===== config.mk =====
export PLATFORM = sky130hd
export DESIGN_NAME = splitmix64_bounded_draw_unit
export DESIGN_NICKNAME = d
export VERILOG_FILES = /design/src/rtl/smbd_pkg.sv /design/src/rtl/smbd_mul.sv /design/src/rtl/smbd_mod.sv /design/src/rtl/splitmix64_bounded_draw_unit.sv
export SDC_FILE = /design/constraint.sdc
export NUM_CORES = 2
export LEC_CHECK = 0
export BUFFER_PORTS_ARGS = -buffer_cell sky130_fd_sc_hd__buf_2
export CELL_PAD_IN_SITES_DETAIL_PLACEMENT = 1
export CELL_PAD_IN_SITES_GLOBAL_PLACEMENT = 2
export CORE_MARGIN = 3
export CORE_UTILIZATION = 35
export DETAILED_ROUTE_END_ITERATION = 10
export PLACE_DENSITY = 0.81
export SYNTH_ARGS = -nofsm -noshare
export SYNTH_HDL_FRONTEND = slang
export SYNTH_SLANG_ARGS = --single-unit
export TNS_END_PERCENT = 50

===== constraint.sdc =====
create_clock -name i_clk -period 12.2 [get_ports i_clk]
set_clock_uncertainty 0.15 [all_clocks]
set_input_delay 3.66 -clock i_clk [delete_from_list [all_inputs] [get_ports i_clk]]
set_output_delay 3.66 -clock i_clk [all_outputs]
set_load 0.05 [all_outputs]

===== src/rtl/smbd_pkg.sv =====
// ----------------------------------------------------------------------------
// SplitMix64 bounded draw package
// Constants and request codes shared by the generator and its arithmetic units.
// ----------------------------------------------------------------------------
package smbd_pkg;

    // Word width of the generator state and of the mixed output.
    localparam int WORD_W = 64;

    // Default width of the bound used for bounded requests.
    localparam int BOUND_WIDTH_DEF = 32;

    // SplitMix64 increment and mixer constants.
    localparam logic [WORD_W-1:0] GOLDEN_INC = 64'h9e3779b97f4a7c15;
    localparam logic [WORD_W-1:0] MIX_MUL_A  = 64'hbf58476d1ce4e5b9;
    localparam logic [WORD_W-1:0] MIX_MUL_B  = 64'h94d049bb133111eb;

    // Mixer shift amounts.
    localparam int SHIFT_1    = 30;
    localparam int SHIFT_2    = 27;
    localparam int SHIFT_3    = 31;
    localparam int UNIT_SHIFT = 11;

    // Request codes.
    localparam logic [1:0] REQ_RAW     = 2'd0;
    localparam logic [1:0] REQ_BOUNDED = 2'd1;
    localparam logic [1:0] REQ_UNIT    = 2'd2;
    localparam logic [1:0] REQ_NONE    = 2'd3;

endpackage


===== src/rtl/smbd_mul.sv =====
// ----------------------------------------------------------------------------
// SplitMix64 iterative multiplier
// Low 64 bits of a 64x64 product, built from three 32x32 partial products
// on one shared multiplier, one partial product per cycle.
// ----------------------------------------------------------------------------
module smbd_mul (
    input  logic                       i_clk,
    input  logic                       i_rst_n,
    input  logic                       i_start,
    input  logic [smbd_pkg::WORD_W-1:0] i_a,
    input  logic [smbd_pkg::WORD_W-1:0] i_b,
    output logic                       o_done,
    output logic [smbd_pkg::WORD_W-1:0] o_product
);

    localparam int HALF_W = smbd_pkg::WORD_W / 2;

    localparam logic [1:0] STEP_LL = 2'd0;
    localparam logic [1:0] STEP_HL = 2'd1;
    localparam logic [1:0] STEP_LH = 2'd2;

    logic [smbd_pkg::WORD_W-1:0] r_a;
    logic [smbd_pkg::WORD_W-1:0] r_b;
    logic [smbd_pkg::WORD_W-1:0] r_acc;
    logic [1:0]                  r_step;
    logic                        r_busy;
    logic                        r_done;

    logic [HALF_W-1:0]           w_op_a;
    logic [HALF_W-1:0]           w_op_b;
    logic [smbd_pkg::WORD_W-1:0] w_prod;

    // Operand selection for the current partial product.
    always_comb begin
        case (r_step)
            STEP_LL: begin
                w_op_a = r_a[HALF_W-1:0];
                w_op_b = r_b[HALF_W-1:0];
            end
            STEP_HL: begin
                w_op_a = r_a[smbd_pkg::WORD_W-1:HALF_W];
                w_op_b = r_b[HALF_W-1:0];
            end
            STEP_LH: begin
                w_op_a = r_a[HALF_W-1:0];
                w_op_b = r_b[smbd_pkg::WORD_W-1:HALF_W];
            end
            default: begin
                w_op_a = '0;
                w_op_b = '0;
            end
        endcase
    end

    assign w_prod = {{HALF_W{1'b0}}, w_op_a} * {{HALF_W{1'b0}}, w_op_b};

    // Sequencing of the three partial products.
    always_ff @(posedge i_clk) begin
        if (!i_rst_n) begin
            r_busy <= 1'b0;
            r_done <= 1'b0;
            r_step <= STEP_LL;
        end else begin
            r_done <= 1'b0;
            if (i_start) begin
                r_busy <= 1'b1;
                r_step <= STEP_LL;
            end else if (r_busy) begin
                if (r_step == STEP_LH) begin
                    r_busy <= 1'b0;
                    r_done <= 1'b1;
                    r_step <= STEP_LL;
                end else begin
                    r_step <= r_step + 2'd1;
                end
            end
        end
    end

    // Operand capture and accumulation; cross terms only reach the upper half.
    always_ff @(posedge i_clk) begin
        if (i_start) begin
            r_a <= i_a;
            r_b <= i_b;
        end else if (r_busy) begin
            if (r_step == STEP_LL) begin
                r_acc <= w_prod;
            end else begin
                r_acc[smbd_pkg::WORD_W-1:HALF_W] <=
                    r_acc[smbd_pkg::WORD_W-1:HALF_W] + w_prod[HALF_W-1:0];
            end
        end
    end

    assign o_done    = r_done;
    assign o_product = r_acc;

endmodule


===== src/rtl/smbd_mod.sv =====
// ----------------------------------------------------------------------------
// SplitMix64 iterative remainder unit
// Restoring remainder of a 64-bit dividend by a narrow divisor, one dividend
// bit per cycle.
// ----------------------------------------------------------------------------
module smbd_mod #(
    parameter int DIV_WIDTH = smbd_pkg::BOUND_WIDTH_DEF
) (
    input  logic                        i_clk,
    input  logic                        i_rst_n,
    input  logic                        i_start,
    input  logic [smbd_pkg::WORD_W-1:0] i_dividend,
    input  logic [DIV_WIDTH-1:0]        i_divisor,
    output logic                        o_done,
    output logic [DIV_WIDTH-1:0]        o_rem
);

    localparam int CNT_W = $clog2(smbd_pkg::WORD_W);
    localparam logic [CNT_W-1:0] CNT_LAST = CNT_W'(smbd_pkg::WORD_W - 1);

    logic [smbd_pkg::WORD_W-1:0] r_dvd;
    logic [DIV_WIDTH-1:0]        r_div;
    logic [DIV_WIDTH-1:0]        r_rem;
    logic [CNT_W-1:0]            r_cnt;
    logic                        r_busy;
    logic                        r_done;

    logic [DIV_WIDTH:0]          w_trial;
    logic [DIV_WIDTH:0]          w_diff;
    logic                        w_fits;

    // One restoring step: shift in the next dividend bit and try to subtract.
    assign w_trial = {r_rem, r_dvd[smbd_pkg::WORD_W-1]};
    assign w_diff  = w_trial - {1'b0, r_div};
    assign w_fits  = (w_trial >= {1'b0, r_div});

    // Bit counter and completion flag.
    always_ff @(posedge i_clk) begin
        if (!i_rst_n) begin
            r_busy <= 1'b0;
            r_done <= 1'b0;
            r_cnt  <= '0;
        end else begin
            r_done <= 1'b0;
            if (i_start) begin
                r_busy <= 1'b1;
                r_cnt  <= '0;
            end else if (r_busy) begin
                r_cnt <= r_cnt + 1'b1;
                if (r_cnt == CNT_LAST) begin
                    r_busy <= 1'b0;
                    r_done <= 1'b1;
                end
            end
        end
    end

    // Datapath registers.
    always_ff @(posedge i_clk) begin
        if (i_start) begin
            r_dvd <= i_dividend;
            r_div <= i_divisor;
            r_rem <= '0;
        end else if (r_busy) begin
            r_dvd <= {r_dvd[smbd_pkg::WORD_W-2:0], 1'b0};
            r_rem <= w_fits ? w_diff[DIV_WIDTH-1:0] : w_trial[DIV_WIDTH-1:0];
        end
    end

    assign o_done = r_done;
    assign o_rem  = r_rem;

endmodule


===== src/rtl/splitmix64_bounded_draw_unit.sv =====
// ----------------------------------------------------------------------------
// SplitMix64 bounded draw unit
// SplitMix64 generator serving raw, unit-fraction and unbiased bounded draws.
// ----------------------------------------------------------------------------
// Usage:
//   Requests arrive on the input channel (i_in_valid / o_in_ready) with
//   i_req_type and i_bound. One result transaction per request leaves on the
//   output channel (o_out_valid / i_out_ready). Request code 3 is taken and
//   dropped without a result. The seed channel (i_cfg_valid / o_cfg_ready)
//   loads i_seed_value into the generator state; it is ready while idle.
//   Sequence: an accepted raw or unit request passes through the state add,
//   two 64-bit multiplies on a shared 32x32 multiplier, the draw check and
//   the output load. A bounded request with bound of two or more runs the
//   threshold remainder, then the state add, multiplies and draw check for
//   every draw including rejected draws, then the final remainder and the
//   output load. A bound below two goes straight to the output load and
//   presents zeros. The next request can be accepted in the cycle the result
//   appears; the unit computes one request at a time.
//   Reset clears the generator state to zero and empties the output.
//   When the receiver stalls, the result waits in the output register; the
//   unit still takes the next request, then holds its result and accepts no
//   further request until the output register is free.
// ----------------------------------------------------------------------------
module splitmix64_bounded_draw_unit #(
    parameter int BOUND_WIDTH = smbd_pkg::BOUND_WIDTH_DEF
) (
    input  logic        i_clk,
    input  logic        i_rst_n,
    // Seed write channel
    input  logic        i_cfg_valid,
    output logic        o_cfg_ready,
    input  logic [63:0] i_seed_value,
    // Request channel
    input  logic        i_in_valid,
    output logic        o_in_ready,
    input  logic [1:0]  i_req_type,
    input  logic [31:0] i_bound,
    // Result channel
    output logic        o_out_valid,
    input  logic        i_out_ready,
    output logic [63:0] o_raw_word,
    output logic [31:0] o_index_value,
    output logic [52:0] o_unit_fraction
);

    localparam int W  = smbd_pkg::WORD_W;
    // Only the low 32 bits of the bound port can ever be significant.
    localparam int BW = (BOUND_WIDTH < 32) ? BOUND_WIDTH : 32;

    localparam logic [2:0] S_IDLE = 3'd0;
    localparam logic [2:0] S_THR  = 3'd1;
    localparam logic [2:0] S_ADV  = 3'd2;
    localparam logic [2:0] S_MUL1 = 3'd3;
    localparam logic [2:0] S_MUL2 = 3'd4;
    localparam logic [2:0] S_FIN  = 3'd5;
    localparam logic [2:0] S_IDX  = 3'd6;
    localparam logic [2:0] S_LOAD = 3'd7;

    // Control registers
    logic [2:0]    r_state,     n_state;
    logic [W-1:0]  r_gen,       n_gen;
    logic          r_out_valid, n_out_valid;

    // Per-request working registers
    logic [1:0]    r_req,  n_req;
    logic [BW-1:0] r_bnd,  n_bnd;
    logic [BW-1:0] r_thr,  n_thr;
    logic [W-1:0]  r_word, n_word;
    logic [31:0]   r_idx,  n_idx;

    // Output payload
    logic [63:0]   r_raw_word;
    logic [31:0]   r_index_value;
    logic [52:0]   r_unit_fraction;

    logic          w_in_acc;
    logic          w_cfg_acc;
    logic          w_load;
    logic [BW-1:0] w_bnd_in;

    logic          w_mul_start;
    logic [W-1:0]  w_mul_a;
    logic [W-1:0]  w_mul_b;
    logic          w_mul_done;
    logic [W-1:0]  w_mul_p;

    logic          w_mod_start;
    logic [W-1:0]  w_mod_dvd;
    logic [BW-1:0] w_mod_div;
    logic          w_mod_done;
    logic [BW-1:0] w_mod_rem;

    assign o_in_ready  = (r_state == S_IDLE);
    assign o_cfg_ready = (r_state == S_IDLE);
    assign w_in_acc    = i_in_valid && o_in_ready;
    assign w_cfg_acc   = i_cfg_valid && o_cfg_ready;
    assign w_bnd_in    = i_bound[BW-1:0];

    // Shared 64-bit multiplier for both mixer rounds.
    smbd_mul u_mul (
        .i_clk     (i_clk),
        .i_rst_n   (i_rst_n),
        .i_start   (w_mul_start),
        .i_a       (w_mul_a),
        .i_b       (w_mul_b),
        .o_done    (w_mul_done),
        .o_product (w_mul_p)
    );

    // Shared remainder unit for the threshold and the final index.
    smbd_mod #(
        .DIV_WIDTH (BW)
    ) u_mod (
        .i_clk      (i_clk),
        .i_rst_n    (i_rst_n),
        .i_start    (w_mod_start),
        .i_dividend (w_mod_dvd),
        .i_divisor  (w_mod_div),
        .o_done     (w_mod_done),
        .o_rem      (w_mod_rem)
    );

    // Request sequencer.
    always_comb begin
        n_state     = r_state;
        n_gen       = r_gen;
        n_out_valid = r_out_valid && !i_out_ready;
        n_req       = r_req;
        n_bnd       = r_bnd;
        n_thr       = r_thr;
        n_word      = r_word;
        n_idx       = r_idx;
        w_load      = 1'b0;
        w_mul_start = 1'b0;
        w_mul_a     = w_mul_p;
        w_mul_b     = smbd_pkg::MIX_MUL_A;
        w_mod_start = 1'b0;
        w_mod_dvd   = r_word;
        w_mod_div   = r_bnd;

        case (r_state)
            S_IDLE: begin
                if (w_cfg_acc) begin
                    n_gen = i_seed_value;
                end
                if (w_in_acc) begin
                    n_req  = i_req_type;
                    n_bnd  = w_bnd_in;
                    n_word = '0;
                    n_idx  = '0;
                    case (i_req_type)
                        smbd_pkg::REQ_RAW,
                        smbd_pkg::REQ_UNIT: begin
                            n_state = S_ADV;
                        end
                        smbd_pkg::REQ_BOUNDED: begin
                            if (|w_bnd_in[BW-1:1]) begin
                                // Threshold is (2^64 - bound) mod bound.
                                w_mod_start = 1'b1;
                                w_mod_dvd   = W'(0) - W'(w_bnd_in);
                                w_mod_div   = w_bnd_in;
                                n_state     = S_THR;
                            end else begin
                                n_state = S_LOAD;
                            end
                        end
                        default: begin
                            n_state = S_IDLE;
                        end
                    endcase
                end
            end
            S_THR: begin
                if (w_mod_done) begin
                    n_thr   = w_mod_rem;
                    n_state = S_ADV;
                end
            end
            S_ADV: begin
                // Advance the state and start the first mixer round.
                n_gen       = r_gen + smbd_pkg::GOLDEN_INC;
                w_mul_a     = n_gen ^ (n_gen >> smbd_pkg::SHIFT_1);
                w_mul_b     = smbd_pkg::MIX_MUL_A;
                w_mul_start = 1'b1;
                n_state     = S_MUL1;
            end
            S_MUL1: begin
                if (w_mul_done) begin
                    w_mul_a     = w_mul_p ^ (w_mul_p >> smbd_pkg::SHIFT_2);
                    w_mul_b     = smbd_pkg::MIX_MUL_B;
                    w_mul_start = 1'b1;
                    n_state     = S_MUL2;
                end
            end
            S_MUL2: begin
                if (w_mul_done) begin
                    n_word  = w_mul_p ^ (w_mul_p >> smbd_pkg::SHIFT_3);
                    n_state = S_FIN;
                end
            end
            S_FIN: begin
                if (r_req == smbd_pkg::REQ_BOUNDED) begin
                    // Reject draws below the threshold to keep the index unbiased.
                    if (r_word < W'(r_thr)) begin
                        n_state = S_ADV;
                    end else begin
                        w_mod_start = 1'b1;
                        n_state     = S_IDX;
                    end
                end else begin
                    n_state = S_LOAD;
                end
            end
            S_IDX: begin
                if (w_mod_done) begin
                    n_idx   = 32'(w_mod_rem);
                    n_state = S_LOAD;
                end
            end
            S_LOAD: begin
                if (!r_out_valid || i_out_ready) begin
                    w_load      = 1'b1;
                    n_out_valid = 1'b1;
                    n_state     = S_IDLE;
                end
            end
            default: begin
                n_state = S_IDLE;
            end
        endcase
    end

    // Control state.
    always_ff @(posedge i_clk) begin
        if (!i_rst_n) begin
            r_state     <= S_IDLE;
            r_gen       <= '0;
            r_out_valid <= 1'b0;
        end else begin
            r_state     <= n_state;
            r_gen       <= n_gen;
            r_out_valid <= n_out_valid;
        end
    end

    // Working registers and output payload.
    always_ff @(posedge i_clk) begin
        r_req  <= n_req;
        r_bnd  <= n_bnd;
        r_thr  <= n_thr;
        r_word <= n_word;
        r_idx  <= n_idx;
        if (w_load) begin
            r_raw_word    <= r_word;
            r_index_value <= r_idx;
            r_unit_fraction <= (r_req == smbd_pkg::REQ_UNIT)
                             ? r_word[W-1:smbd_pkg::UNIT_SHIFT] : '0;
        end
    end

    assign o_out_valid     = r_out_valid;
    assign o_raw_word      = r_raw_word;
    assign o_index_value   = r_index_value;
    assign o_unit_fraction = r_unit_fraction;

    // The final remainder only starts on a draw that passed the threshold.
    a_idx_above_thr: assert property (@(posedge i_clk) disable iff (!i_rst_n)
        (r_state == S_IDX) |-> (r_word >= W'(r_thr)))
        else $error("index remainder started on a rejected draw");

    // A bounded index with a bound of two or more is always below its bound.
    a_idx_below_bound: assert property (@(posedge i_clk) disable iff (!i_rst_n)
        (r_state == S_LOAD && r_req == smbd_pkg::REQ_BOUNDED && (|r_bnd[BW-1:1]))
        |-> (r_idx < 32'(r_bnd)))
        else $error("bounded index not below bound");

    // Multiplier results only come back while a mixer round is pending.
    a_mul_done_state: assert property (@(posedge i_clk) disable iff (!i_rst_n)
        w_mul_done |-> (r_state == S_MUL1 || r_state == S_MUL2))
        else $error("multiplier finished outside a mixer round");

    // Remainder results only come back while one is awaited.
    a_mod_done_state: assert property (@(posedge i_clk) disable iff (!i_rst_n)
        w_mod_done |-> (r_state == S_THR || r_state == S_IDX))
        else $error("remainder unit finished while not awaited");

endmodule

==> impl_metrics.tcl <==
set metrics [dict create \
    core_um2 174400 \
    grt_antenna_before_repair 8 \
    die-height_um 425.4 \
    insertion_delay_ns 0.66 \
    final.setup.worst_slack_ns 0.5142 \
    tightest_slew_ns 1.472 \
    postCtsSetupRepairBufs 0 \
    syn_to_final_growth_pct 10.33 \
    root_buffer "clkbuf_16" \
    grt_pass1_wl_um 347000 \
    hold_buffers 0 \
    min-delay-start "r_idx[19]" \
    initialDrtViolationCount 4121 \
    routedWlPerCell_um 27.24 \
    ys_seq_elements 649 \
    r2r_start "u_mul.r_step[0]" \
    r2r_slack_ns 0.51 \
    routed-via-count 46490 \
    ff2ff_path_depth 33 \
    rsz0062_at_grt "false" \
    grt_pass1_vias 50130 \
    syn-num-nets 7468 \
    hold_class "reg2reg" \
    clk_pin_slew_ns 0.07 \
    critPathKind "reg2reg" \
    grt_max_degree 114 \
    cpPeakStageDelay_ns 0.83 \
    gp_congestion 0.9791 \
    port_buffers 254 \
    cp-end-kind "register" \
    firstDrtPassIters 6 \
    min_period_ns 11.69 \
    routed_wl_um 236300 \
    yosysUniqueCellTypes 90 \
    die_w_um 425.4 \
    layout.nets 7651 \
    fin_tns_setup_ns 0 \
    maxCapViolations 0 \
    synth_area_per_cell_um2 10.08 \
    io_pins 255 \
    dieArea_um2 181000 \
    crit_path_frequent_cell "fa_1" \
    setup_viol 0 \
    hold-path-endpoint "o_index_value[19]" \
    cp_max_fo 23 \
    synth_edf_count 537 \
    start_util_pct 35.31 \
    synth_cells 6107 \
    drcViolationCount 0 \
    rows 153 \
    status "finished, final reports clean" \
    synthFlopType "edfxtp_1" \
    crit_required_ns 12.42 \
    start_kind "register" \
    htreeDepth 3 \
    ys_warn_count 0 \
    yosysTopAreaCell "fa_1" \
    regToRegEndpoint "u_mul.o_product[58]" \
    fmax_mhz 85.57 \
    vias_per_cell 5.360 \
    fin_crit_sh_pct 95.79 \
    syn-cell-area_um2 61570 \
    synth_seq_area_share_pct 29.83 \
    synth_top_area_share_pct 26.76 \
    clockBufferDepth 3 \
    cts_tree "built" \
    synth_common_cells "inv_1, fa_1, nor2_1" \
    cts.sinks 649 \
    relSlewSlack_pct 1.307 \
    cts_made_buffers 66 \
    antenna_left 0 \
    layout-drive-gt1-share_pct 8.465 \
    hold_path_depth 0 \
    synth_area_leaders "fa_1, edfxtp_1, ha_1" \
    async_flop_share_pct 0 \
    dp_hpwl_um 196700 \
    grt_usage_pct 26.09 \
    yosysMostFrequentCell "inv_1" \
    place_ws_ns 0.2493 \
    cp.arrival_ns 11.90 \
    worst_path_max_delay_cell "a22oi_1" \
    grt-ovfl-total 0 \
    slew_violations 0 \
    hold_viol_final 0 \
]
-- how the worst max path moves through the flow --
stage                                from  slack [ns]  depth (start not counted)                  end
after floorplan               i_out_ready        1.48                          2     o_index_value[0]
after global placement    u_mul.r_step[0]        0.32                         30  u_mul.o_product[63]
after detailed placement  u_mul.r_step[0]        0.25                         30  u_mul.o_product[63]
after CTS                 u_mul.r_step[0]        0.21                         30  u_mul.o_product[63]
after global routing      u_mul.r_step[0]       0.007                         35  u_mul.o_product[62]
final                     u_mul.r_step[0]        0.51                         33  u_mul.o_product[58]
-- final cells by class --
type / count / area (um^2)
inverter: 1048 / 3938
tap: 2325 / 2909
clock buffer: 96 / 1906
antenna: 5 / 12.51
timing repair buffer: 344 / 1972
clock inverter: 26 / 361.6
multi-input combinational: 4181 / 38470
fill: 19690 / 106500
sequential: 649 / 18370
-- routing by layer --
metal,up-vias,GRT usage [%],part of all wire [%]
li1,20480,-,-
met1,24210,34.18,42
met2,1418,42.83,47
met3,382,3.553,5.3
met4,0,12.00,5.5
met5,-,0,0
-- sequential cells by signal, summed over array words and instances, names as in the netlist, 53 cells and up --
signal,cells
r_gen,64
u_mul.r_a,64
o_unit_fraction,53
u_mod.r_dvd,64
o_raw_word,64
r_word,64
u_mul.o_product,64
-- timing repair --
action | in CTS | in global routing
resized for setup | 0 | 5
endpoints found under the hold margin | 0 | 0
endpoints found under the setup margin | 0 | 6
-- stage by stage --
step | utilization (%) | hold WS, ns | instance area (um^2) | instances
after floorplan | - | 0.2503 | 61570 | 6107
after global placement | 37.64 | 0.2510 | 65630 | 8547
after detailed placement | 37.64 | 0.2561 | 65630 | 8547
after CTS | 38.94 | 0.2713 | 67900 | 8669
after global routing | 38.95 | 0.2715 | 67940 | 8674
final | 38.95 | 0.2676 | 67940 | 8674
-- cells in the final DEF (no fill, tap or decap), types with 26 or more instances in the layout --
master and instances:
inv_1 1044, fa_1 823, nor2_1 579, edfxtp_1 537, nand2_1 450, ha_1 435, a21oi_1 365, buf_2 254
xnor2_1 193, o21ai_0 165, and2_1 120, dfxtp_1 109, and3_1 102, a21o_1 90, buf_4 88, nor3_1 86
nand3_1 81, xor2_1 80, clkbuf_16 67, a22oi_1 63, a211oi_1 45, o221ai_1 35, nand2b_1 34, or2_2 34
a31oi_1 34, nor2b_1 30, nor4_1 28, nand4_1 26
-- worst max-delay path, delay by kind of cell, from the launching register on --
| family | cells | cell delay, ns |
|---|---|---|
| xor+xnor | 1 | 0.34 |
| compound gates | 7 | 2.61 |
| fa+ha+maj | 10 | 4.72 |
| flops | 1 | 0.56 |
| simple gates | 7 | 1.92 |
| buf+inv | 8 | 1.08 |
-- kinds of logic after synthesis --
kind of cell	Yosys count	synth area share, %
buffers and inverters	1277	7.907
AOI/OAI and AO/OA	994	10.23
muxes	20	0.3312
adders and majority gates	1258	35.60
xor gates and xnor gates	273	3.883
DFF	649	29.83
and+or+nand+nor	1636	12.22
Power is left out: the tool's default activity adds up to more than one toggle a clock period on the data nets, which glitch-free logic cannot reach.
